[config.mk]
export PLATFORM = sky130hd
export DESIGN_NAME = dfalex_ram
export DESIGN_NICKNAME = d
export VERILOG_FILES = /design/src/hw/rtl/dfalex_ram.sv
export SDC_FILE = /design/constraint.sdc
export NUM_CORES = 2
export LEC_CHECK = 0
export BUFFER_PORTS_ARGS = -buffer_cell sky130_fd_sc_hd__buf_2
export CORE_MARGIN = 1.5
export CORE_UTILIZATION = 40
export CTS_CLUSTER_SIZE = 20
export DETAILED_ROUTE_END_ITERATION = 12
export RECOVER_POWER = 50
export SLEW_MARGIN = 40
export SYNTH_ARGS = -nofsm -noshare
export SYNTH_HDL_FRONTEND = slang
export SYNTH_SLANG_ARGS = --single-unit
export TNS_END_PERCENT = 20
[constraint.sdc]
create_clock -name aclk -period 4.2 [get_ports aclk]
set_input_delay 0.63 -clock aclk [delete_from_list [all_inputs] [get_ports aclk]]
set_output_delay 0.63 -clock aclk [all_outputs]
set_load 0.03 [all_outputs]
[src/hw/rtl/dfalex_ram.sv]
// Generic single-write, single-read RAM with registered read data.
// No dependencies.
`timescale 1ns / 1ps
`default_nettype none

module dfalex_ram #(
    parameter int WIDTH = 8,
    parameter int DEPTH = 256
) (
    input  wire logic                     aclk,
    input  wire logic                     we,
    input  wire logic [$clog2(DEPTH)-1:0] waddr,
    input  wire logic [WIDTH-1:0]         wdata,
    input  wire logic                     re,
    input  wire logic [$clog2(DEPTH)-1:0] raddr,
    output logic      [WIDTH-1:0]         rdata
);

    logic [WIDTH-1:0] mem_reg [DEPTH];
    logic [WIDTH-1:0] rdata_reg;

    // Write port and registered read port
    always_ff @(posedge aclk) begin
        if (we) begin
            mem_reg[waddr] <= wdata;
        end
        if (re) begin
            rdata_reg <= mem_reg[raddr];
        end
    end

    assign rdata = rdata_reg;

endmodule

`default_nettype wire

# ---- Word level (Yosys, flattened, before mapping)
# Memory sizes are Yosys's and may differ from the RTL's. A register that Yosys moved wholly into a read port is not among the register bits.
# Cells that the tools add are included.
dict set report totals {
  reg_bits 0
  ramBits 2048
  input_bits 27
  output_inout_bits 8
  n_memories 1
}
# memory words width read_ports rd_ports_with_merged_regs wr line
set mem_list {}
lappend mem_list {mem_reg 256 8 1 1 1 19} ;# logic [WIDTH-1:0] mem_reg [DEPTH];
dict set report classes {
  mux 2
}
# op count
set ops {}
lappend ops {{2-to-1 mux 1 bit} 2}

# ---- Depth between registers and ports, before layout
dict set report logic_depth {
  word_depth 2
  mapped_depth 11
}

# ---- Worst setup path before layout
# OpenSTA, ideal clock, no wires.
dict set report synth_timing {
  path_type {input to register}
  start {input port raddr[0]}
  end {register rdata_reg[2], in the netlist rdata[2], read port of mem_reg (data pin)}
  setup_ps 269
  arrival_ps 2437
  slack_ps 1494
  cell_stages 9
  n_path_buf 4
  path_cell_list {buf_6 buf_12 buf_8 buf_2 mux4_2 a22oi_1 a21oi_1 nor4_1 nor4_2}
}
# element line
set synth_rtl {}
lappend synth_rtl {{start: declaration} 15} ;# input wire logic [$clog2(DEPTH)-1:0] raddr,
lappend synth_rtl {{end: declaration} 20} ;# logic [WIDTH-1:0] rdata_reg;

# ---- Worst setup path in the final report
dict set report layout_timing {
  start {input port wdata[2]}
  end {memory mem_reg[118][2] (data pin)}
}
# element line
set layout_rtl {}
lappend layout_rtl {{start: declaration} 13} ;# input wire logic [WIDTH-1:0] wdata,
lappend layout_rtl {{end: declaration} 19}
# Straight into the memory's write port.

==> results_dict.tcl <==
set metrics [dict create \
    synth.avg_cell_area_sq_um 21.3 \
    insertion_delay_ps 840 \
    setup_violations 0 \
    hold_buffers 0 \
    async_flop_share 0 \
    synth_cells 3733 \
    utilization 0.457 \
    worstPathArrival_ps 3880 \
    cts_max_path_buffers 3 \
    placed_cells 6411 \
    synth-seq-cells 2056 \
    slowest_stage "clkbuf_1" \
    post-route-period-util 0.819 \
    largest_register_ffs 2048 \
    portBuffers 34 \
    postCtsSetupRepairBufs 0 \
    cts-htree-levels 4 \
    synth_cell_types 54 \
    drtPass1Iterations 6 \
    grt_max_degree 113 \
    layout.cells.non_filler 6772 \
    root_buffer "clkbuf_16" \
    die_x_um 449 \
    crit_chain "clkbuf_1 > buf_16 > clkbuf_2" \
    vias_per_cell 5.78 \
    reg2reg_from "mem_reg[83][5]" \
    dpl.hpwl_mm 125 \
    crit_start "wdata[2]" \
    globalplace.congestion 0.834 \
    fmax_mhz 291 \
    nets 4000 \
    worstSetupPathType "in2reg" \
    ys.warnings.count 0 \
    ys.flop_type "edfxtp_1" \
    initial_core_util 0.403 \
    final_common_cell "edfxtp_1" \
    row_count 163 \
    violations "capacitance limit, slew limit" \
    max_slew.worst_pin.slew_ps 3770 \
    yosysTopAreaCell "edfxtp_1" \
    die_area_sq_um 202000 \
    cp-start-kind "primary input" \
    drive_gt1_frac 0.267 \
    grt_pass1_wl_mm 287 \
    finalClockSkew_ps 31.9 \
    cts.sinks 2056 \
    required_ps 4640 \
    routed_wl_mm 200 \
    critPathMaxFanout 75 \
    final_cell_mix "edfxtp_1 (2,056), mux4_2 (454), clkbuf_16 (198), buf_4 (189), nor2_1 (186)" \
    grt_setup_unrepaired "no" \
    leakage_nw 27.7 \
    status "finished, violations left" \
    design_area_sq_um 90300 \
    drtIter0Drc 4870 \
    route.vias.total 39116 \
    cp_num_buf_inv 3 \
    track_usage 0.197 \
    dieHeight_um 449 \
    syn2layout_area_growth_pct 13.4 \
    critPathTopFamily "buffers and inverters" \
    core_area_sq_um 198000 \
    hold_class "in2reg" \
    period_minus_slack_ps 3440 \
    place_ws_ps 139 \
    postPlaceCellArea_sq_um 84200 \
    wl_per_cell_um 29.6 \
    synth_top_area_share 0.775 \
    power_density_nw_per_um2 461 \
    netlist_top_cells_area "edfxtp_1 (78%), mux4_2 (13%), mux2i_1 (1.7%), nor2_1 (1.3%), a22oi_1 (1.3%)" \
    drc 0 \
    cts_tree "built" \
    cts-resized-gates 0 \
    antenna_found_initial 10 \
    min_from "re" \
    ys_seq_area_frac 0.775 \
    grt_pass1_vias 39353 \
    max_stage_delay_ps 1880 \
    synth-edff-count 2056 \
    syn-num-nets 3760 \
    fillCellCount 16421 \
    path_clk_slew_ps 70 \
    slew_headroom -1.52 \
    cap_viol_max_count 10 \
    peakVddDrop_mv 0.378 \
    maxSlewViolCount 561 \
    gr-total-overflow 0 \
    ant_nets 0 \
    top_level_ports 35 \
    hold_viol 0 \
    numCtsBuffers 195 \
    end_kind "register" \
    fin_ws_ps 760 \
    syn-cell-area_sq_um 79600 \
]
area by class of cell:
cell class              count  area (sq um)  share of cell area
diodes                      3          7.51           0.0000831
clock buffers             234          5090              0.0564
clock inverters           119           927              0.0103
inverters                   2          7.51           0.0000831
multi-input cells        1442         16800               0.186
flip-flops and latches   2056         61700               0.684
well taps                2640          3300              0.0366
repair buffers            276          2470              0.0274
synthesized netlist by cell type, types with 2 or more instances:
| master | number |
|---|---|
| nand2b_1 | 8 |
| mux2i_1 | 134 |
| o32ai_1 | 4 |
| a21oi_1 | 96 |
| o22ai_1 | 28 |
| a311oi_1 | 2 |
| buf_2 | 31 |
| a22o_1 | 8 |
| o21ai_1 | 2 |
| buf_1 | 22 |
| nor2_1 | 282 |
| mux4_1 | 2 |
| nand3b_1 | 2 |
| nand4_1 | 10 |
| o211ai_1 | 10 |
| o221ai_1 | 46 |
| buf_6 | 21 |
| nor4_1 | 24 |
| nand3_1 | 34 |
| mux4_2 | 454 |
| o21ai_0 | 10 |
| buf_8 | 13 |
| a22oi_1 | 133 |
| nor2b_1 | 31 |
| buf_4 | 27 |
| edfxtp_1 | 2056 |
| a31oi_1 | 2 |
| o22a_1 | 5 |
| and3b_1 | 2 |
| or2_2 | 4 |
| nor4_2 | 3 |
| buf_12 | 8 |
| clkbuf_1 | 111 |
| nor3_1 | 22 |
| nand2_1 | 33 |
| a221oi_1 | 13 |
| a211oi_1 | 16 |
| a2111oi_0 | 2 |
| a2111oi_1 | 2 |
| and2_1 | 6 |
worst register-to-register path: stages (launching register included):
cell and delay (ps):
edfxtp_1 350, mux4_2 480, a22o_1 260, a221oi_1 650
o32ai_1 220, nor3_1 690, nor4_1 170
final timing paths:
kind / slack [ps] / depth (start not counted) / end
max: 760 / 3 / mem_reg[118][2]
min: 510 / 1 / rdata[0]
max reg2reg: 1090 / 6 / rdata[5]
min reg2reg: 1210 / 7 / rdata[5]
power by group:
group | switching (mW) | total, mW | internal, mW
Clock | 7.56 | 16.9 | 9.30
Sequential | 0.0308 | 22.7 | 22.6
Combinational | 1.39 | 2.14 | 0.749
Total | 8.98 | 41.7 | 32.7
metal layers:
metal  track usage  vias to the layer above  share of wire
met5             0                        -              0
met4        0.0507                        0          0.024
met3        0.0304                      290          0.071
met2         0.311                     1587           0.48
met1         0.286                    21026           0.43
li1              -                    16213              -
cell families after synthesis:
group / share of synthesized area
flops: 0.775
mux: 0.146
simple gates: 0.0263
compound gates: 0.0342
buf+inv: 0.0183
through the flow:
step | total power [mW] | hold WS, ps | TNS, ps
detailed placement | 25.2 | 1060 | 0
CTS | 41.9 | 172 | 0
floorplan | 24.2 | 729 | 0
finish | 41.7 | 513 | 0
global route | 42.8 | 462 | 0
global placement | 25.2 | 1090 | -88.5
No activity file was read; power rests on OpenSTA's default activity.
