==> config.mk <==
export PLATFORM = sky130hd
export DESIGN_NAME = dfalex_outq
export DESIGN_NICKNAME = d
export VERILOG_FILES = /design/src/hw/rtl/dfalex_pkg.sv /design/src/hw/rtl/dfalex_outq.sv
export SDC_FILE = /design/constraint.sdc
export NUM_CORES = 1
export LEC_CHECK = 0
export BUFFER_PORTS_ARGS = -buffer_cell sky130_fd_sc_hd__buf_4
export CAP_MARGIN = 20
export CORE_MARGIN = 2
export CORE_UTILIZATION = 42
export DETAILED_ROUTE_END_ITERATION = 8
export PLACE_DENSITY_LB_ADDON = 0.3
export SYNTH_ARGS = -nofsm -noshare
export SYNTH_HDL_FRONTEND = slang
export SYNTH_SLANG_ARGS = --single-unit
==> constraint.sdc <==
create_clock -name aclk -period 9.6 [get_ports aclk]
set_input_delay 1.44 -clock aclk [delete_from_list [all_inputs] [get_ports aclk]]
set_output_delay 1.44 -clock aclk [all_outputs]
set_load 0.1 [all_outputs]
==> src/hw/rtl/dfalex_pkg.sv <==
// Shared types and constants for the table-driven DFA lexer.
// Used by the step logic, the result queue and the top level; depends on nothing.
`timescale 1ns / 1ps
`default_nettype none

package dfalex_pkg;

    // Default sizes for the top-level parameters
    localparam int NUM_STATES_DEF    = 64;
    localparam int NUM_TOKEN_IDS_DEF = 256;

    // Field widths
    localparam int POS_W   = 16;
    localparam int STATE_W = 6;
    localparam int CHAR_W  = 8;
    localparam int ID_W    = 8;
    localparam int ENTRY_W = STATE_W + 1;          // valid bit over target state
    localparam int INFO_W  = 1 + 2 + ID_W;          // accept, class, token id

    // Input item kinds
    typedef enum logic [1:0] {
        KIND_CHAR       = 2'd0,
        KIND_EOF        = 2'd1,
        KIND_LOAD_TRANS = 2'd2,
        KIND_LOAD_INFO  = 2'd3
    } in_kind_t;

    // Result kinds
    typedef enum logic [1:0] {
        RES_TOKEN       = 2'd0,
        RES_EOF         = 2'd1,
        RES_ERR_STUCK   = 2'd2,
        RES_ERR_NONTERM = 2'd3
    } res_kind_t;

    // State attribute classes
    localparam logic [1:0] CLS_TERMINAL = 2'd0;
    localparam logic [1:0] CLS_SPACE    = 2'd1;

    // Lexer state carried from byte to byte
    typedef struct packed {
        logic [STATE_W-1:0] cur_state;
        logic [POS_W-1:0]   byte_pos;
        logic [POS_W-1:0]   tok_start;
        logic [POS_W-1:0]   tok_len;
        logic               halted;
    } lex_state_t;

    // One result item
    typedef struct packed {
        res_kind_t          kind;
        logic [ID_W-1:0]    token;
        logic [POS_W-1:0]   start;
        logic [POS_W-1:0]   length;
        logic [STATE_W-1:0] err_state;
        logic               last;
    } result_t;

endpackage

`default_nettype wire

==> src/hw/rtl/dfalex_outq.sv <==
// Result queue: takes up to two results per cycle, hands out one per transfer.
// Depends on dfalex_pkg.
`timescale 1ns / 1ps
`default_nettype none

module dfalex_outq (
    input  wire logic                  aclk,
    input  wire logic                  aresetn,
    input  wire logic [1:0]            push_cnt,
    input  wire dfalex_pkg::result_t   push0,
    input  wire dfalex_pkg::result_t   push1,
    output logic                       has_room,
    output logic                       out_valid,
    input  wire logic                  out_ready,
    output dfalex_pkg::result_t        out_res
);

    import dfalex_pkg::*;

    localparam int DEPTH = 4;
    localparam int AW    = $clog2(DEPTH);
    localparam int CW    = AW + 1;

    result_t         mem_reg [DEPTH];
    logic [AW-1:0]   wr_ptr_reg;
    logic [AW-1:0]   wr_ptr_next;
    logic [AW-1:0]   wr_ptr1;
    logic [AW-1:0]   rd_ptr_reg;
    logic [AW-1:0]   rd_ptr_next;
    logic [CW-1:0]   cnt_reg;
    logic [CW-1:0]   cnt_next;
    logic            pop;

    assign pop       = out_valid && out_ready;
    assign out_valid = cnt_reg != '0;
    assign out_res   = mem_reg[rd_ptr_reg];
    assign has_room  = cnt_reg <= CW'(DEPTH - 2);
    assign wr_ptr1   = wr_ptr_reg + AW'(1);

    // Pointer and fill-level updates
    always_comb begin
        wr_ptr_next = wr_ptr_reg + AW'(push_cnt);
        rd_ptr_next = rd_ptr_reg + AW'(pop);
        cnt_next    = cnt_reg + CW'(push_cnt) - CW'(pop);
    end

    always_ff @(posedge aclk) begin
        if (!aresetn) begin
            wr_ptr_reg <= '0;
            rd_ptr_reg <= '0;
            cnt_reg    <= '0;
        end else begin
            wr_ptr_reg <= wr_ptr_next;
            rd_ptr_reg <= rd_ptr_next;
            cnt_reg    <= cnt_next;
        end
    end

    // Entry storage, no reset needed
    always_ff @(posedge aclk) begin
        if (push_cnt != 2'd0) begin
            mem_reg[wr_ptr_reg] <= push0;
        end
        if (push_cnt == 2'd2) begin
            mem_reg[wr_ptr1] <= push1;
        end
    end

endmodule

`default_nettype wire

Word-level counts from Yosys, hierarchy flattened

Memory sizes are Yosys's and may differ from the RTL's. A register that Yosys moved wholly into a read port is not among the register bits.
Index checks and enable logic that the tools add are counted.

Memories: 1
Word-level logic and storage cells: 19
Bits in writable memories: 196
Input port bits: 103
Flip-flop bits (word level): 7

Add/subtract/negate cells: 5
Equal/unequal tests: 1
Multiplexer cells: 5
Magnitude comparators: 1
Reductions and logical operators: 3

Memories:

| name    | depth | bits a word | rd ports | clocked after memory_dff | write ports | RTL line          | source |
|---|---|---|---|---|---|---|---|
| mem_reg | 4     | 49          | 1        | 1                        | 2           | dfalex_outq.sv:24 | `result_t mem_reg [DEPTH];` |

Operators with widths:

| operator                                                       | number |
|---|---|
| 2-to-1 mux 1 bit                                               | 4 |
| adder 3 x 2 -> 3 bit                                           | 1 |
| less-or-equal comparator 3 x 2 -> 1 bit, second input constant | 1 |
| nonzero test 3 bit                                             | 1 |
| subtractor 3 x 1 -> 3 bit                                      | 1 |
| adder 2 x 1 -> 2 bit                                           | 1 |
| adder 2 x 1 -> 2 bit, second input constant                    | 1 |
| adder 2 bit                                                    | 1 |
| == test 2 bit, second input constant                           | 1 |
| 2-to-1 mux 2 bit                                               | 1 |
| nonzero test 2 bit                                             | 1 |
| logical AND 1 bit                                              | 1 |

Depth between registers and ports, before layout

Word-level depth: 4
Mapped depth: 7
Gate-level depth less buffers: 7

Least setup slack after synthesis

Ideal clock, no wire load.

Kind: input-to-reg
Start point: input port push_cnt[1]
End point: memory mem_reg[0][0] (netlist bit), enable pin
Cell stages on the path: 3
Path buffers: 1
Required time: 9.077 ns
Setup slack: 3.929 ns
Arrival: 5.147 ns
Cells stage by stage: buf_2 -> o21bai_1 -> o21ai_0

RTL lines:

| item        | RTL line          | source |
|---|---|---|
| from (decl) | dfalex_outq.sv:9  | `input wire logic [1:0] push_cnt,` |
| to (decl)   | dfalex_outq.sv:24 |  |

==> metrics.md <==
| Metric | Value |
|---|---|
| Synth warn | 0 |
| Worst-path cell chain | buf_4 -> mux4_2 -> buf_4 |
| Cell with the most instances after synthesis | edfxtp_1 |
| Power share of the clock group | 0.266 |
| Critical Path AT | roughly 2.5 ns |
| Drt drc | 0 |
| Clk sinks | ~200 |
| Tot Pwr | 0.00310 W |
| Net count of the finished layout | 779 |
| Setup violations, final | 0 |
| Max IR drop VDD | approximately 190 uV |
| Synth-to-Final Area Change | 21.9% |
| Die Area | ~25,000 um2 |
| RSZ-0062 raised after global routing | false |
| Setup_tns | 0 ns |
| Compound-cell area share of the yosys netlist | 0.00417 |
| Main combinational cell family by area after synthesis | multiplexers |
| Kind of critical path | register to primary output |
| CTS tree | done |
| DR vias | about 5,300 |
| N_diodes | 0 |
| Crit-path max cell delay | 0.69 ns |
| Met2 Wirelength | 11,400 um |
| Initial Utilization | 0.424 |
| Most used cell, CP | buf_4 |
| CP max-delay cell | dfxtp_2 |
| Worst hold start | cnt_reg[2]$_SDFF_PN0_ |
| Net count after synthesis | 627 |
| Overall routing resource usage | 0.175 |
| Sw Share | 0.383 |
| Share of the synthesized area in the top cell type | 0.595 |
| Core ar. | roughly 23,000 um2 |
| Area contributors post-synth | edfxtp_1 59%, mux2_2 21%, mux4_2 11%, mux2_1 1.6%, dfxtp_1 1.4% |
| Synthesized area | 9900 um2 |
| Clock tree root driver cell | clkbuf_16 |
| Share of layout cells above drive strength 1 | 0.631 |
| Post-synthesis sequential area ratio | 0.609 |
| Hold EP | rd_ptr_reg[0]$_SDFF_PN0_ |
| Synth unique cells | 31 |
| Total setup buffers inserted after CTS | 0 |
| CTS buffer count | 23 |
| Initial drt markers | about 270 |
| Mux cell area share after synthesis | 0.339 |
| Top sig layer | met4 |
| Worst-Skew Late Latency | 0.50 ns |
| Ys flop type | edfxtp_1 |
| Hold Path Depth | 2 |
| Wire length on met1 | around 8900 um |
| Final Hold Fails | 0 |
| Top delay family on crit path | buffers and inverters |
| Initial antenna violation count | 0 |
| CTS HTree Levels | 1 |
| Critical Path Sink Type | primary output |
| CP max FO | 33 |
| Row count | 56 |
| Fmax | 254 MHz |
| IO Count | 154 |
| Minimum clock period after layout | a little under 4 ns |
| Vias per cell | 5.29 |
| WL/cell | 21.6 um |
| Max-cap violations | 0 |
| PostCTS Resize Cnt | 0 |
| EDFF count, synth | 196 |
| First-pass GRT wire length | 32,800 um |
| R2R setup slack | 6.77 ns |
| CP Data Required Time | 8.16 ns |
| Met3 routed wirelength | 1210 um |
| Internal power | between 0.0015 and 0.002 W |
| Worst Skew | 0.0176 ns |
| Hold WC Path Type | register to register |
| FF-to-FF End | mem_reg[2][43]$_DFFE_PP_ |
| Pins Over Slew Limit | 0 |
| Period utilization | 0.410 |
| Clock-pin slew on the worst setup and hold paths | roughly 0.060 ns |
| Startpoint Class | register |
| Async set-or-reset flop fraction in the synthesized netlist | 0 |
| Slew Limit Headroom | 0.347 |
| Worst Tran Pin Value | a little under 1 ns |
| Xor and xnor fraction of the mapped netlist area | 0.00455 |
| Net Sw Power | 0.00119 W |
| Mapped Cells | 520 |
| Buffers & Inverters on Critical Path | 2 |
| #FFs+latches synth | between 200 and 250 |
| Pleak | 4.21 nW |
| Status | finished clean |
| Vias in the first global route | 5,829 |
| Beginning of the worst register-to-register path | wr_ptr_reg[1]$_SDFF_PN0_ |
| Avg Cell Area, Syn | about 19 um2 |
| Die W | between 150 and 200 um |
| Post-Synth Simple-Gate Area | 0.0129 |
| Largest net degree at the start of global routing | 51 |
| Combinational power share | 0.366 |
| Max clock buf depth | 3 |
| Reg power frac | 0.369 |
| Reg2reg path depth | 4 |
| Die Height | 158 um |
| Cell Pwr Density | 257 nW/um2 |
| CTS Hold Bufs | 0 |
| Area share of fa/ha/maj cells after synthesis | 0.00581 |
| ANT nets after route | 0 |
| Gr ovfl total | 0 |
| Largest area contributor in the netlist | edfxtp_1 |
| Commonest cells in the netlist | 196 x edfxtp_1, 181 x mux2_2, 49 x mux4_2, 17 x buf_2, 14 x mux2_1 |
| First drt pass iteration count | 4 |
| Max reg flops | around 200 |
| Routability Congestion | 0.757 |
| WL final | approximately 22,000 um |
| Hpwl dp | 12,800 um |
| Number of port buffers | 153 |
## power by group through the flow
| stage | Combinational [W] | Clock (W) | Sequential [W] |
|---|---|---|---|
| floorplan | 0.000913 | 0 | 0.00113 |
| global placement | 0.00110 | 0 | 0.00118 |
| detailed placement | 0.00114 | 0 | 0.00116 |
| CTS | 0.00115 | 0.000837 | 0.00115 |
| global route | 0.00118 | 0.000877 | 0.00116 |
| finish | 0.00113 | 0.000824 | 0.00114 |
## per-stage QoR
| stage | util | cell area [um2] | std cells | hold WS, ns | setup slack, ns |
|---|---|---|---|---|---|
| floorplan | - | 9900 | 520 | 0.621 | 3.93 |
| finish | 0.517 | 12100 | 1007 | 0.690 | 5.67 |
| detailed placement | 0.487 | 11400 | 966 | 0.674 | 5.69 |
| global placement | 0.486 | 11300 | 965 | 0.657 | 5.70 |
| CTS | 0.517 | 12100 | 1007 | 0.691 | 5.64 |
| global route | 0.517 | 12100 | 1007 | 0.734 | 5.58 |
## per-layer routing
layer  vias up  track usage
met4         0       0.0368
met2       126        0.311
met3        24       0.0366
met5         -            0
met1      2737        0.223
li1       2436            -
## layout make-up
cell class	count	area, um2
inverters	4	15.0
multi-input cells	278	3680
well taps	319	399
clock buffers	33	643
fillers	1897	11300
clock inverters	8	66.3
repair buffers	162	1240
flip-flops and latches	203	6030
## how the worst max path moves through the flow
stage	cells past startpoint	slack [ns]	startpoint	to
CTS	3	5.64	rd_ptr_reg[1]$_SDFF_PN0_	out_res[48]
global route	3	5.58	rd_ptr_reg[1]$_SDFF_PN0_	out_res[48]
global placement	5	5.70	push_cnt[0]	mem_reg[2][24]$_DFFE_PP_
finish	3	5.67	rd_ptr_reg[1]$_SDFF_PN0_	out_res[48]
detailed placement	5	5.69	push_cnt[0]	mem_reg[2][22]$_DFFE_PP_
floorplan	3	3.93	push_cnt[1]	mem_reg[0][0]$_DFFE_PP_
## tightest hold or removal path: stages, from the launching register on
cell and delay [ns]:
dfxtp_1 0.38, o31ai_1 0.14, mux2i_1 0.13
## logic make-up after synthesis
group	Yosys count
muxes	249
DFF	203
buffers and inverters	39
xor gates and xnor gates	2
AOI/OAI and AO/OA	6
and+or+nand+nor	17
adders and majority gates	4
## cell usage in the layout, fill, tap and decap left out, types with 4 or more instances in the layout
master     count
edfxtp_1     196
mux2_2       181
buf_4        161
mux4_2        49
clkbuf_16     23
mux2_1        14
clkbuf_1       7
dfxtp_1        5
inv_1          4
mux2i_1        4
clkinv_2       4
Power figures use the tool's default switching activity.
