## src/hw/rtl/dfalex_pkg.sv

```systemverilog
// Shared types and constants for the table-driven DFA lexer.
// Used by the step logic, the result queue and the top level; depends on nothing.
`timescale 1ns / 1ps
`default_nettype none

package dfalex_pkg;

    // Default sizes for the top-level parameters
    localparam int NUM_STATES_DEF    = 64;
    localparam int NUM_TOKEN_IDS_DEF = 256;

    // Field widths
    localparam int POS_W   = 16;
    localparam int STATE_W = 6;
    localparam int CHAR_W  = 8;
    localparam int ID_W    = 8;
    localparam int ENTRY_W = STATE_W + 1;          // valid bit over target state
    localparam int INFO_W  = 1 + 2 + ID_W;          // accept, class, token id

    // Input item kinds
    typedef enum logic [1:0] {
        KIND_CHAR       = 2'd0,
        KIND_EOF        = 2'd1,
        KIND_LOAD_TRANS = 2'd2,
        KIND_LOAD_INFO  = 2'd3
    } in_kind_t;

    // Result kinds
    typedef enum logic [1:0] {
        RES_TOKEN       = 2'd0,
        RES_EOF         = 2'd1,
        RES_ERR_STUCK   = 2'd2,
        RES_ERR_NONTERM = 2'd3
    } res_kind_t;

    // State attribute classes
    localparam logic [1:0] CLS_TERMINAL = 2'd0;
    localparam logic [1:0] CLS_SPACE    = 2'd1;

    // Lexer state carried from byte to byte
    typedef struct packed {
        logic [STATE_W-1:0] cur_state;
        logic [POS_W-1:0]   byte_pos;
        logic [POS_W-1:0]   tok_start;
        logic [POS_W-1:0]   tok_len;
        logic               halted;
    } lex_state_t;

    // One result item
    typedef struct packed {
        res_kind_t          kind;
        logic [ID_W-1:0]    token;
        logic [POS_W-1:0]   start;
        logic [POS_W-1:0]   length;
        logic [STATE_W-1:0] err_state;
        logic               last;
    } result_t;

endpackage

`default_nettype wire

```

## src/hw/rtl/dfalex_step.sv

```systemverilog
// Next-state and result logic for one character or end-of-input item.
// Depends on dfalex_pkg.
`timescale 1ns / 1ps
`default_nettype none

module dfalex_step #(
    parameter int NUM_STATES    = dfalex_pkg::NUM_STATES_DEF,
    parameter int NUM_TOKEN_IDS = dfalex_pkg::NUM_TOKEN_IDS_DEF
) (
    input  wire logic                                is_eof,
    input  wire dfalex_pkg::lex_state_t              st_cur,
    input  wire logic [dfalex_pkg::STATE_W-1:0]      start_state,
    input  wire logic [dfalex_pkg::ENTRY_W-1:0]      cur_entry,
    input  wire logic [dfalex_pkg::ENTRY_W-1:0]      start_entry,
    input  wire logic [dfalex_pkg::INFO_W-1:0]       info,
    output dfalex_pkg::lex_state_t                   st_next,
    output dfalex_pkg::result_t                      res0,
    output dfalex_pkg::result_t                      res1,
    output logic [1:0]                               res_cnt
);

    import dfalex_pkg::*;

    logic               cur_ok;
    logic               start_ok;
    logic               mv_cur;
    logic               mv_start;
    logic               acc;
    logic [1:0]         cls;
    logic [ID_W-1:0]    id;
    logic               id_ok;
    result_t            fl_res;
    logic               fl_vld;
    logic               fl_halt;
    result_t            fr;
    logic               fr_vld;
    result_t            sr;
    logic               sr_vld;
    logic [POS_W-1:0]   len_inc;

    // Range checks on states and lookups
    assign cur_ok   = 32'(st_cur.cur_state) < NUM_STATES;
    assign start_ok = 32'(start_state) < NUM_STATES;
    assign mv_cur   = cur_ok && cur_entry[STATE_W]
                      && (32'(cur_entry[STATE_W-1:0]) < NUM_STATES);
    assign mv_start = start_ok && start_entry[STATE_W]
                      && (32'(start_entry[STATE_W-1:0]) < NUM_STATES);

    // Attributes of the current state; out-of-range states never accept
    assign acc   = cur_ok && info[INFO_W-1];
    assign cls   = info[ID_W+1:ID_W];
    assign id    = info[ID_W-1:0];
    assign id_ok = 32'(id) < NUM_TOKEN_IDS;

    // Saturating length increment
    assign len_inc = (st_cur.tok_len == '1) ? st_cur.tok_len : st_cur.tok_len + POS_W'(1);

    // Outcome of closing the pending token
    always_comb begin
        fl_res           = '0;
        fl_res.start     = st_cur.tok_start;
        fl_res.length    = st_cur.tok_len;
        fl_vld           = 1'b0;
        fl_halt          = 1'b0;
        if (!acc) begin
            fl_res.kind      = RES_ERR_STUCK;
            fl_res.err_state = st_cur.cur_state;
            fl_vld           = 1'b1;
            fl_halt          = 1'b1;
        end else if (cls == CLS_TERMINAL && id_ok) begin
            fl_res.kind  = RES_TOKEN;
            fl_res.token = id;
            fl_vld       = 1'b1;
        end else if (cls == CLS_SPACE) begin
            fl_vld = 1'b0;
        end else begin
            fl_res.kind      = RES_ERR_NONTERM;
            fl_res.err_state = st_cur.cur_state;
            fl_vld           = 1'b1;
            fl_halt          = 1'b1;
        end
    end

    // Main step: move, close token and retry from start, or end of input
    always_comb begin
        st_next = st_cur;
        fr      = fl_res;
        fr_vld  = 1'b0;
        sr      = '0;
        sr_vld  = 1'b0;
        if (is_eof) begin
            fr_vld   = !st_cur.halted && (st_cur.tok_len != '0) && fl_vld;
            sr.kind  = RES_EOF;
            sr.start = st_cur.byte_pos;
            sr_vld   = 1'b1;
            st_next.cur_state = start_state;
            st_next.byte_pos  = '0;
            st_next.tok_start = '0;
            st_next.tok_len   = '0;
            st_next.halted    = 1'b0;
        end else if (!st_cur.halted) begin
            if (mv_cur) begin
                if (st_cur.tok_len == '0) begin
                    st_next.tok_start = st_cur.byte_pos;
                end
                st_next.cur_state = cur_entry[STATE_W-1:0];
                st_next.tok_len   = len_inc;
                st_next.byte_pos  = st_cur.byte_pos + POS_W'(1);
            end else begin
                fr_vld = fl_vld;
                if (fl_halt) begin
                    st_next.halted = 1'b1;
                end else if (mv_start) begin
                    // retried byte starts a fresh token
                    st_next.cur_state = start_entry[STATE_W-1:0];
                    st_next.tok_start = st_cur.byte_pos;
                    st_next.tok_len   = POS_W'(1);
                    st_next.byte_pos  = st_cur.byte_pos + POS_W'(1);
                end else begin
                    sr.kind           = RES_ERR_STUCK;
                    sr.start          = st_cur.byte_pos;
                    sr.err_state      = start_state;
                    sr_vld            = 1'b1;
                    st_next.cur_state = start_state;
                    st_next.tok_start = st_cur.byte_pos;
                    st_next.tok_len   = '0;
                    st_next.halted    = 1'b1;
                end
            end
        end
    end

    // Pack results in order, marking the final one
    always_comb begin
        res0      = fr_vld ? fr : sr;
        res0.last = !(fr_vld && sr_vld);
        res1      = sr;
        res1.last = 1'b1;
        res_cnt   = {1'b0, fr_vld} + {1'b0, sr_vld};
    end

endmodule

`default_nettype wire

```

## config.mk

```make
export PLATFORM = sky130hd
export DESIGN_NAME = dfalex_step
export DESIGN_NICKNAME = d
export VERILOG_FILES = /design/src/hw/rtl/dfalex_pkg.sv /design/src/hw/rtl/dfalex_step.sv
export SDC_FILE = /design/constraint.sdc
export NUM_CORES = 1
export LEC_CHECK = 0
export ABC_CLOCK_PERIOD_IN_PS = 2400
export BUFFER_PORTS_ARGS = -buffer_cell sky130_fd_sc_hd__buf_2
export CAP_MARGIN = 10
export CORE_AREA = 2 2 94 96
export DETAILED_ROUTE_END_ITERATION = 16
export DIE_AREA = 0 0 96 98
export GPL_TIMING_DRIVEN = 1
export PLACE_DENSITY = 0.77
export REMOVE_ABC_BUFFERS = 1
export SLEW_MARGIN = 15
export SYNTH_ARGS = -nofsm -noshare
export SYNTH_HDL_FRONTEND = slang
export SYNTH_SLANG_ARGS = --single-unit
```

## constraint.sdc

```tcl
create_clock -name vclk -period 2.4
set_clock_uncertainty 0.2 [all_clocks]
set_input_delay 0.24 -clock vclk [all_inputs]
set_output_delay 0.24 -clock vclk [all_outputs]
set_load 0.01 [all_outputs]
```

== Yosys cells after proc, flatten, opt, wreduce, memory -nomap -nowiden ==
Cells that the tools add are included.

* Register bits: 0
* Bits of input ports: 87
* Output and inout port bits: 155
* Word-level logic and storage cells: 61

* Add/sub/neg operators: 3
* Equality and inequality tests: 2
* Muxes and demuxes: 48
* Reduce and logical (&&, ||, !) cells: 8

{| class="wikitable"
|+ Operators with widths
! cell !! count
|-
| 2-to-1 mux 16 bit || 8
|-
| 2-to-1 mux 55 bit || 2
|-
| 2-to-1 mux 54 bit || 2
|-
| 2-to-1 mux 6 bit || 9
|-
| 2-to-1 mux 49 bit || 1
|-
| adder 16 x 1 -> 16 bit (second input constant) || 2
|-
| == test 16 bit (second input constant) || 1
|-
| zero test 16 bit || 1
|-
| 2-to-1 mux 1 bit || 16
|-
| 2-to-1 mux 2 bit || 8
|-
| 2-to-1 mux 8 bit || 2
|-
| nonzero test 16 bit || 1
|-
| logical AND 1 bit || 3
|-
| adder 1 x 1 -> 2 bit || 1
|-
| == test 2 x 1 -> 1 bit (second input constant) || 1
|-
| zero test 1 bit || 2
|-
| zero test 2 bit || 1
|}

== Longest topological paths before layout ==
* Word-level depth: 10
* Depth in mapped cells: 9
* Mapped depth without buffers: 7

== Least setup slack after synthesis ==
OpenSTA, ideal clock, no wires.

* Kind: input -> output
* Start point: input port st_cur[0] (netlist bit)
* End point: output port res0[26] (netlist bit)
* Data arrival time: 1.625 ns
* Required time: 1.960 ns
* Path slack: 0.335 ns
* Stages: 6
* Buffers on the path: 2
* Path through: buf_2 > or4b_4 > o21ai_4 > buf_4 > and2_1 > mux2_2

{| class="wikitable"
|+ RTL lines
! what !! RTL line !! text
|-
| start, declared || dfalex_step.sv:11 || <nowiki>input wire dfalex_pkg::lex_state_t st_cur,</nowiki>
|-
| end, declared || dfalex_step.sv:17 || <nowiki>output dfalex_pkg::result_t res0,</nowiki>
|}

==> qor.txt <==
fraction of the yosys area taken by sequential cells - 0
worst-case vdd ir drop - 0.0885 mV
GRT Util Overall - 0.260
portion of total power attributed to the clock network - 0
path type of the worst setup path - input port to output port
total net switching power - 0.000462 W
master of the slowest instance on the critical path - sky130_fd_sc_hd__nor4_1
share of synthesized area spent on multiplexers - 0.0919
initial drt markers - 235
internal power contribution - 0.000338 W
total wire length - 13500 um
total non-filler cell area in the finished layout - 4520 um^2
area share of the largest cell type after synthesis - 0.0798
share of synthesized cell area in full adder, half adder and majority cells - 0.0196
top cells by area in the synthesized netlist - sky130_fd_sc_hd__buf_4 (8.0%), sky130_fd_sc_hd__and2_1 (7.6%), sky130_fd_sc_hd__mux2_2 (6.0%)
critical-path cell list - buf_2 -> buf_4 -> ha_1 -> nand3_1 -> nor4_1 -> nor2_1 -> nor4_1 -> buf_2
main combinational cell family by area after synthesis - simple AND/OR/NAND/NOR gates
placed cell count - 787
fin. max-slew vios - 0
cell area reported after detailed placement - 4420 um^2
power per cell area - 177 nW/um^2
routed via count - 4595
Setup-failing EPs final - 0
sum of overflow across all layers after global routing - 0
count of boundary I/O pins - 242
post-synthesis cell type count - 67
total number of placement rows - 34
Compound-Gate Fraction of Synth Area - 0.289
via count of the first global-routing pass - 4128
relative slew slack - 0.508
Max stage delay on crit path - 0.44 ns
crit end category - output port
post-detailed-route wirelength per cell - 17.1 um
WP data arrival - 1.95 ns
RD Place Congestion - 0.888
Sw Share - 0.577
xor and xnor area share after synthesis - 0.0192
Leak Pwr - 2.24 nW
layout net count - 777
count of inserted antenna diode cells - 0
post-layout utilization of the core - 0.533
nature of the critical path startpoint - input port
commonest cells in the netlist - sky130_fd_sc_hd__and2_1 (39), sky130_fd_sc_hd__nand2_1 (36), sky130_fd_sc_hd__buf_4 (34), sky130_fd_sc_hd__inv_1 (31), sky130_fd_sc_hd__clkbuf_1 (23)
share of the clock period used by the worst path - 0.997
number of standard cells in the layout, taps in and fillers out - 791
leading cell type by number of instances after synthesis - sky130_fd_sc_hd__and2_1
initial core utilization - 0.378
family with the most delay on the worst path - simple AND/OR/NAND/NOR gates
WP buf/inv - 3
Reg power frac - 0
vertical extent of the die - 98 um
biggest area consumer among synthesized cells - sky130_fd_sc_hd__buf_4
number of I/O port buffers - 217
number of flip-flops and latches - 0
type of the most critical hold path - input port to output port
initial antenna violation count - 0
number of search-and-repair iterations in the first detailed-routing pass - 5
area of the core region - 8470 um^2
Crit path required time - 1.96 ns
slew at the pin with the worst max-slew slack - 0.737 ns
number of warning messages in the yosys log - 0
Clock Buffer Count - 0
number of cells produced by synthesis - 472
total negative slack for setup checks - 0 ns
number of nets still failing antenna checks after routing - 0
achievable clock frequency - 418 MHz
largest net degree at the start of global routing - 41
final hold vios - 0
unrepaired setup endpoints after global routing - yes
vias per inst - 5.81
share of total power in combinational logic - 1.000
area added between synthesis and finish - 41.2%
FF+latch area - 0 um^2
Final min period - 2.39 ns
number of violations of the max-capacitance limit - 0
fraction of layout instances using a drive strength above 1 - 0.454
horizontal extent of the die - 96 um
critical-path maximum fanout - 6
full die area - 9410 um^2
combined area of all synthesized cells - 3200 um^2
result of the run - completed
first-pass GRT wire length - 20300 um
average size of a mapped cell - 6.78 um^2
DPL Wire Length - 10500 um
detailed-route DRC error count - 0
post-synthesis simple-gate area fraction - 0.389
-- cell usage in the layout, fill, tap and decap left out, drive strengths merged, types with 3 or more instances in the layout --
master / synthesis / final
nand2: 36 / 36
a2111oi: 20 / 20
a22o: 5 / 5
o21ai: 19 / 19
nand2b: 4 / 4
nand3: 16 / 16
o22ai: 3 / 3
nand3b: 18 / 18
a32oi: 16 / 16
inv: 31 / 30
a21oi: 14 / 14
mux2: 19 / 19
buf: 53 / 266
a211oi: 4 / 4
and4: 6 / 6
nor4: 9 / 9
a221oi: 5 / 5
o211ai: 6 / 6
xnor2: 5 / 5
or3: 7 / 7
nor3: 6 / 6
o31ai: 5 / 5
mux2i: 8 / 8
and2: 40 / 40
nand4: 26 / 26
nor2: 16 / 16
conb: 2 / 25
o311ai: 4 / 4
ha: 5 / 5
or4: 10 / 10
o2111ai: 3 / 3
-- stage by stage --
| stage | total power [W] | setup WS (ns) | hold WS, ns |
|---|---|---|---|
| 2_1_floorplan | 0.000352 | -0.597 | 0.280 |
| 3_3_place_gp | 0.000761 | 0.0346 | 0.572 |
| 3_5_place_dp | 0.000777 | 0.00770 | 0.572 |
| 4_1_cts | 0.000781 | 0.00505 | 0.573 |
| 5_1_grt | 0.000867 | -0.0843 | 0.591 |
| 6_report | 0.000801 | 0.00672 | 0.569 |
-- logic make-up (layout without fill, tap and decap cells) --
kind of cell / count (synthesis) / count (layout)
adder cells (fa/ha/maj): 5 / 5
XOR/XNOR: 7 / 7
AND/OR/NAND/NOR: 205 / 205
multiplexers: 27 / 27
AO/OA/AOI/OAI: 117 / 117
other: 2 / 25
buffers and inverters: 109 / 297
-- worst paths after layout --
path	start	to	slack [ns]	cells past startpoint
hold / removal	info[5]	res0[44]	0.57	3
setup / recovery	st_cur[1]	st_next[13]	0.007	8
-- layout make-up --
cell class	count	area, um^2
Fill cell	822	3950
Tap cell	108	135
Inverter	31	120
Multi-Input combinational cell	386	2750
Timing Repair Buffer	266	1510
-- per-layer routing --
layer  up-vias  global-route usage  routed length (um)
met5         -                   0                   0
met4         0              0.0462                 200
met3        19              0.0201                 855
met2       217               0.484                6940
met1      2182               0.323                5550
li1       2177                   -                   -
-- power groups by stage --
stage	combinational (W)	sequential [W]	clock, W
after global placement	0.000761	0	0
after global routing	0.000867	0	0
after detailed placement	0.000777	0	0
final	0.000801	0	0
after CTS	0.000781	0	0
after floorplan	0.000352	0	0
-- what timing repair did --
| item | CTS | global route |
|---|---|---|
| hold buffers | 0 | 0 |
| endpoints found under the setup margin | 0 | 49 |
| gates resized for setup | 0 | 19 |
| buffers inserted | 0 | 4 |
-- tightest hold or removal path, stage by stage --
cell and delay, ns:
sky130_fd_sc_hd__buf_2 0.07, sky130_fd_sc_hd__and2_1 0.10, sky130_fd_sc_hd__buf_2 0.12
Note: power is estimated with default switching activity, not from simulation.
